`src/rv_subset_single_cycle_core_assert.svh`:
```
// Assertion macros used by the core's top-level RTL file.
`ifndef RV_SUBSET_SINGLE_CYCLE_CORE_ASSERT_SVH
`define RV_SUBSET_SINGLE_CYCLE_CORE_ASSERT_SVH

// Implication or plain property checked on every clock edge outside reset.
`define RVSC_ASSERT(lbl, prop, msg) \
  lbl: assert property (@(posedge clk) disable iff (!rst_n) prop) else $error(msg);

// Condition that must never be true on a clock edge outside reset.
`define RVSC_NEVER(lbl, cond, msg) \
  `RVSC_ASSERT(lbl, !(cond), msg)

`endif

```
`src/rvsc_pkg.sv`:
```
// Shared constants, types and opcodes of the RV64I subset core.
package rvsc_pkg;

  localparam int XLEN          = 64;
  localparam int ILEN          = 32;
  localparam int RF_DEPTH      = 32;
  localparam int RF_AW         = 5;
  localparam int DATA_WORDS_DEF = 1024;

  // Remainder unit: bits of the address consumed per cycle.
  localparam int WRAP_STEPS  = 8;
  localparam int WRAP_CYC    = XLEN / WRAP_STEPS;
  localparam int WRAP_CNT_W  = $clog2(WRAP_CYC);

  localparam logic [6:0] OPC_R     = 7'b0110011;
  localparam logic [6:0] OPC_IARI  = 7'b0010011;
  localparam logic [6:0] OPC_JALR  = 7'b1100111;
  localparam logic [6:0] OPC_LOAD  = 7'b0000011;
  localparam logic [6:0] OPC_STORE = 7'b0100011;
  localparam logic [6:0] OPC_JAL   = 7'b1101111;

  localparam logic [2:0] F3_ADD = 3'b000;
  localparam logic [2:0] F3_XOR = 3'b100;
  localparam logic [2:0] F3_OR  = 3'b110;
  localparam logic [2:0] F3_AND = 3'b111;

  // Configuration register indexes (bit 3 of the byte address).
  localparam logic CFG_HALT_REG = 1'b0;
  localparam logic CFG_HALT_VAL = 1'b1;

  localparam logic [RF_AW-1:0] HALT_REG_RST = 5'd9;
  localparam logic [XLEN-1:0]  HALT_VAL_RST = 64'd10;

  typedef struct packed {
    logic             en;
    logic [RF_AW-1:0] addr;
    logic [XLEN-1:0]  data;
  } rf_wr_t;

  typedef enum logic [1:0] {
    WRAP_IDLE,
    WRAP_RUN,
    WRAP_DONE
  } wrap_st_t;

endpackage

```
`src/rvsc_regfile.sv`:
```
// Register file: 32 x 64-bit synchronous memory, two read ports, one write port.
module rvsc_regfile (
  input  logic                        clk,
  input  logic                        rst_n,
  input  logic                        rd_en,
  input  logic [rvsc_pkg::RF_AW-1:0]  rd_addr_a,
  input  logic [rvsc_pkg::RF_AW-1:0]  rd_addr_b,
  input  rvsc_pkg::rf_wr_t            wr,
  output logic [rvsc_pkg::XLEN-1:0]   q_a,
  output logic [rvsc_pkg::XLEN-1:0]   q_b
);
  import rvsc_pkg::*;

  logic [XLEN-1:0]     mem [RF_DEPTH];
  logic [RF_DEPTH-1:0] vld_r;
  logic [XLEN-1:0]     dat_a_r;
  logic [XLEN-1:0]     dat_b_r;
  logic [XLEN-1:0]     fwd_val_r;
  logic                vld_a_r;
  logic                vld_b_r;
  logic                hit_a_r;
  logic                hit_b_r;

  always_ff @(posedge clk) begin
    if (wr.en) begin
      mem[wr.addr] <= wr.data;
    end
    if (rd_en) begin
      dat_a_r   <= mem[rd_addr_a];
      dat_b_r   <= mem[rd_addr_b];
      fwd_val_r <= wr.data;
    end
  end

  // Entries never written read as zero; a write landing on the read edge is bypassed.
  always_ff @(posedge clk) begin
    if (!rst_n) begin
      vld_r   <= '0;
      vld_a_r <= 1'b0;
      vld_b_r <= 1'b0;
      hit_a_r <= 1'b0;
      hit_b_r <= 1'b0;
    end else begin
      if (wr.en) begin
        vld_r[wr.addr] <= 1'b1;
      end
      if (rd_en) begin
        vld_a_r <= vld_r[rd_addr_a];
        vld_b_r <= vld_r[rd_addr_b];
        hit_a_r <= wr.en && (wr.addr == rd_addr_a);
        hit_b_r <= wr.en && (wr.addr == rd_addr_b);
      end
    end
  end

  assign q_a = hit_a_r ? fwd_val_r : (vld_a_r ? dat_a_r : '0);
  assign q_b = hit_b_r ? fwd_val_r : (vld_b_r ? dat_b_r : '0);

endmodule

```
`config.mk`:
```
export PLATFORM = sky130hd
export DESIGN_NAME = rvsc_regfile
export DESIGN_NICKNAME = d
export VERILOG_FILES = /design/src/rv_subset_single_cycle_core_assert.svh /design/src/rvsc_pkg.sv /design/src/rvsc_regfile.sv
export SDC_FILE = /design/constraint.sdc
export NUM_CORES = 2
export LEC_CHECK = 0
export ABC_CLOCK_PERIOD_IN_PS = 5000
export BUFFER_PORTS_ARGS = -buffer_cell sky130_fd_sc_hd__buf_2
export CORE_MARGIN = 3
export CORE_UTILIZATION = 50
export CTS_BUF_LIST = sky130_fd_sc_hd__clkbuf_8
export DETAILED_ROUTE_END_ITERATION = 10
export PLACE_DENSITY = 0.73
export SYNTH_ARGS = -nofsm -noshare
export SYNTH_HDL_FRONTEND = slang
export SYNTH_SLANG_ARGS = --single-unit
```
`constraint.sdc`:
```
create_clock -name clk -period 5 [get_ports clk]
set_input_delay 0.5 -clock clk [delete_from_list [all_inputs] [get_ports clk]]
set_output_delay 0.5 -clock clk [all_outputs]
set_load 0.1 [all_outputs]
```
==> results.json <==
{
  "max_freq_mhz": 234,
  "setup_tns_ps": 0,
  "min_path_type": "in -> reg",
  "placed_area_sq_um": 107000,
  "drt-total-wl_mm": 291,
  "drt_iter0_markers": 7635,
  "vias": 54600,
  "rows": 165,
  "clk_pin_slew_ps": 60,
  "area_delta_synth_final_pct": 12.3,
  "drc": 0,
  "viasPerCell": 6.98,
  "yosys.area.top_type": "edfxtp_1",
  "clkSinkCount": 2276,
  "p_leak_nw": 36.7,
  "wire_per_inst_um": 37.2,
  "holdWs_ps": 166,
  "fin_crit_sh_pct": 85.6,
  "post_cts_buffers": 0,
  "syn_nets": 4515,
  "start_util_pct": 50.4,
  "timing.rr.end": "dat_b_r[39]$_DFFE_PP_",
  "dp_slack_ps": 1740,
  "grt_usage_pct": 28.0,
  "rsz0062_at_grt": "false",
  "synth_cell_types": 38,
  "cap_violations": 0,
  "critPathLaunchType": "register",
  "syn_inst": 4432,
  "seq_area_frac_synth_pct": 66.5,
  "worst_pin_slew_ps": 1200,
  "worst_ep_required_time_ps": 4500,
  "synth_top_flop_cell": "edfxtp_1",
  "relSlewSlack_pct": 20.0,
  "ys_top_cells_by_area": "edfxtp_1 66%, mux4_2 27%, mux2_2 1.3%",
  "antenna_found_initial": 14,
  "post-route-util_pct": 56.6,
  "ant_nets": 0,
  "period_minus_slack_ps": 4280,
  "netlist_area_sq_um": 102000,
  "reg2reg_depth": 3,
  "yosys-top-cells-count": "2240 x edfxtp_1, 1242 x mux4_2, 188 x clkbuf_1",
  "yosys.area.top_type_share_pct": 65.8,
  "die-area_sq_um": 210000,
  "io_pins": 211,
  "design.core.area_sq_um": 203000,
  "grt-ovfl-total": 0,
  "dr.pass1.iters": 7,
  "timing.rr.start": "mem[3][39]$_DFFE_PP_",
  "ctsRootBufferMaster": "clkbuf_8",
  "cts_buffer_depth": 4,
  "hpwl_mm": 149,
  "final_nets": 4971,
  "crit_end": "q_b[47]",
  "crit_fanout": 33,
  "finalHoldViolations": 0,
  "vdd.ir_drop.worst_v": 0.000290,
  "final_max_slew_viol_count": 0,
  "fin_skew_ps": 80.8,
  "rrSetupSlack_ps": 3030,
  "cts_buffers": 385,
  "gp_congestion": 0.781,
  "die_w_um": 458,
  "grt_pass1_wl_mm": 416,
  "dpl.cell_count": 7106,
  "final_area_sq_um": 115000,
  "ys_async_sr_fraction_pct": 0,
  "setup_ws_ps": 721,
  "setup-violations-final": 0,
  "status": "completed",
  "layout.cells.non_filler": 7826,
  "yosys_warnings": 0,
  "ys_ff_latch": 2276,
  "critical_path_class": "reg -> out",
  "power_density_nw_per_um2": 347,
  "cp.arrival_ps": 3780,
  "clk_latency_ps": 1060,
  "synth_most_common_cell": "edfxtp_1",
  "p_total_mw": 39.9,
  "drive_above_1_share_pct": 42.9,
  "cp-end-kind": "primary output",
  "grt_pass1_vias": 57100,
  "grt_max_degree": 107,
  "die_h_um": 458,
  "syn_avg_cell_area_sq_um": 23.1,
  "synth_edf_count": 2240,
  "io_buffers": 210,
  "cts_htree_levels": 5,
  "cts_tree": "built",
  "startpoint": "hit_b_r$_SDFFE_PN0P_"
}
[per-layer routing]
metal  wire, um  GRT usage [%]  part of all wire [%]  up-vias
li1           -              -                     -    20900
met1     104000           37.3                    36    29200
met2     143000           45.5                    49     3694
met3      30400           5.40                    10      812
met4      14000           12.3                   4.8        6
met5         39              0                 0.013        -
[final cells by class]
type / instances / area (sq um)
clock inverters: 252 / 1170
repair buffers: 423 / 3870
flip-flops and latches: 2276 / 68000
multi-input cells: 1800 / 32900
clock buffers: 395 / 5440
well taps: 2672 / 3340
inverters: 2 / 8.76
diodes: 6 / 15.0
fillers: 14500 / 88000
[report_power, final]
group	switching (mW)	total [mW]	internal, mW
combinational	1.98	3.49	1.51
clock	7.32	14.8	7.52
sequential	0.178	21.5	21.4
total	9.48	39.9	30.4
[how the worst min path moves through the flow]
stage	startpoint	endpoint	slack [ps]	cells past startpoint
5_1_grt	rd_addr_b[2]	dat_b_r[11]$_DFFE_PP_	110	2
2_1_floorplan	vld_r[12]$_SDFFE_PN0P_	vld_r[12]$_SDFFE_PN0P_	450	1
3_5_place_dp	vld_r[5]$_SDFFE_PN0P_	vld_r[5]$_SDFFE_PN0P_	470	1
4_1_cts	wr[66]	hit_b_r$_SDFFE_PN0P_	80	4
3_3_place_gp	vld_r[12]$_SDFFE_PN0P_	vld_r[12]$_SDFFE_PN0P_	460	1
6_report	wr[66]	hit_b_r$_SDFFE_PN0P_	170	4
[critical path, stage by stage (launching register included)]
cell and delay [ps]:
dfxtp_4 540, nor2b_4 790, buf_4 520, a22o_1 390, buf_2 490
[state kept, by name, indices dropped and copies added, names as in the netlist, 32 cells and up]
signal / cells
mem: 2048
dat_a_r: 64
dat_b_r: 64
fwd_val_r: 64
vld_r: 32
[timing repair]
action	in CTS	in global routing
hold buffers	67	0
resized for setup	0	0
hold endpoints to repair	2118	0
[cell families (layout without fill, tap and decap cells)]
group	after synthesis	after routing	share of synthesized area [%]
AOI/OAI and AO/OA	244	244	1.95
and+or+nand+nor	107	107	0.480
buffers and inverters	356	1072	1.51
other	0	6	0
DFF	2276	2276	66.5
xor gates and xnor gates	10	10	0.0857
muxes	1439	1439	29.4
[cells in the final DEF, fill, tap and decap left out, drive strengths merged, types with 5 or more instances in the layout]
cell type	Yosys	routed
a21o	18	18
a221o	16	16
a22o	129	129
buf	166	355
bufinv	0	5
clkbuf	188	396
clkinv	0	126
clkinvlp	0	7
dfxtp	36	36
diode	0	6
dlygate4sd3	0	67
edfxtp	2240	2240
inv	2	116
mux2	118	118
mux2i	79	79
mux4	1242	1242
nand2	37	37
nand2b	5	5
nand3b	5	5
nor2	38	38
nor2b	9	9
o21a	34	34
o22ai	37	37
xor2	8	8
Power figures use the tool's default switching activity.
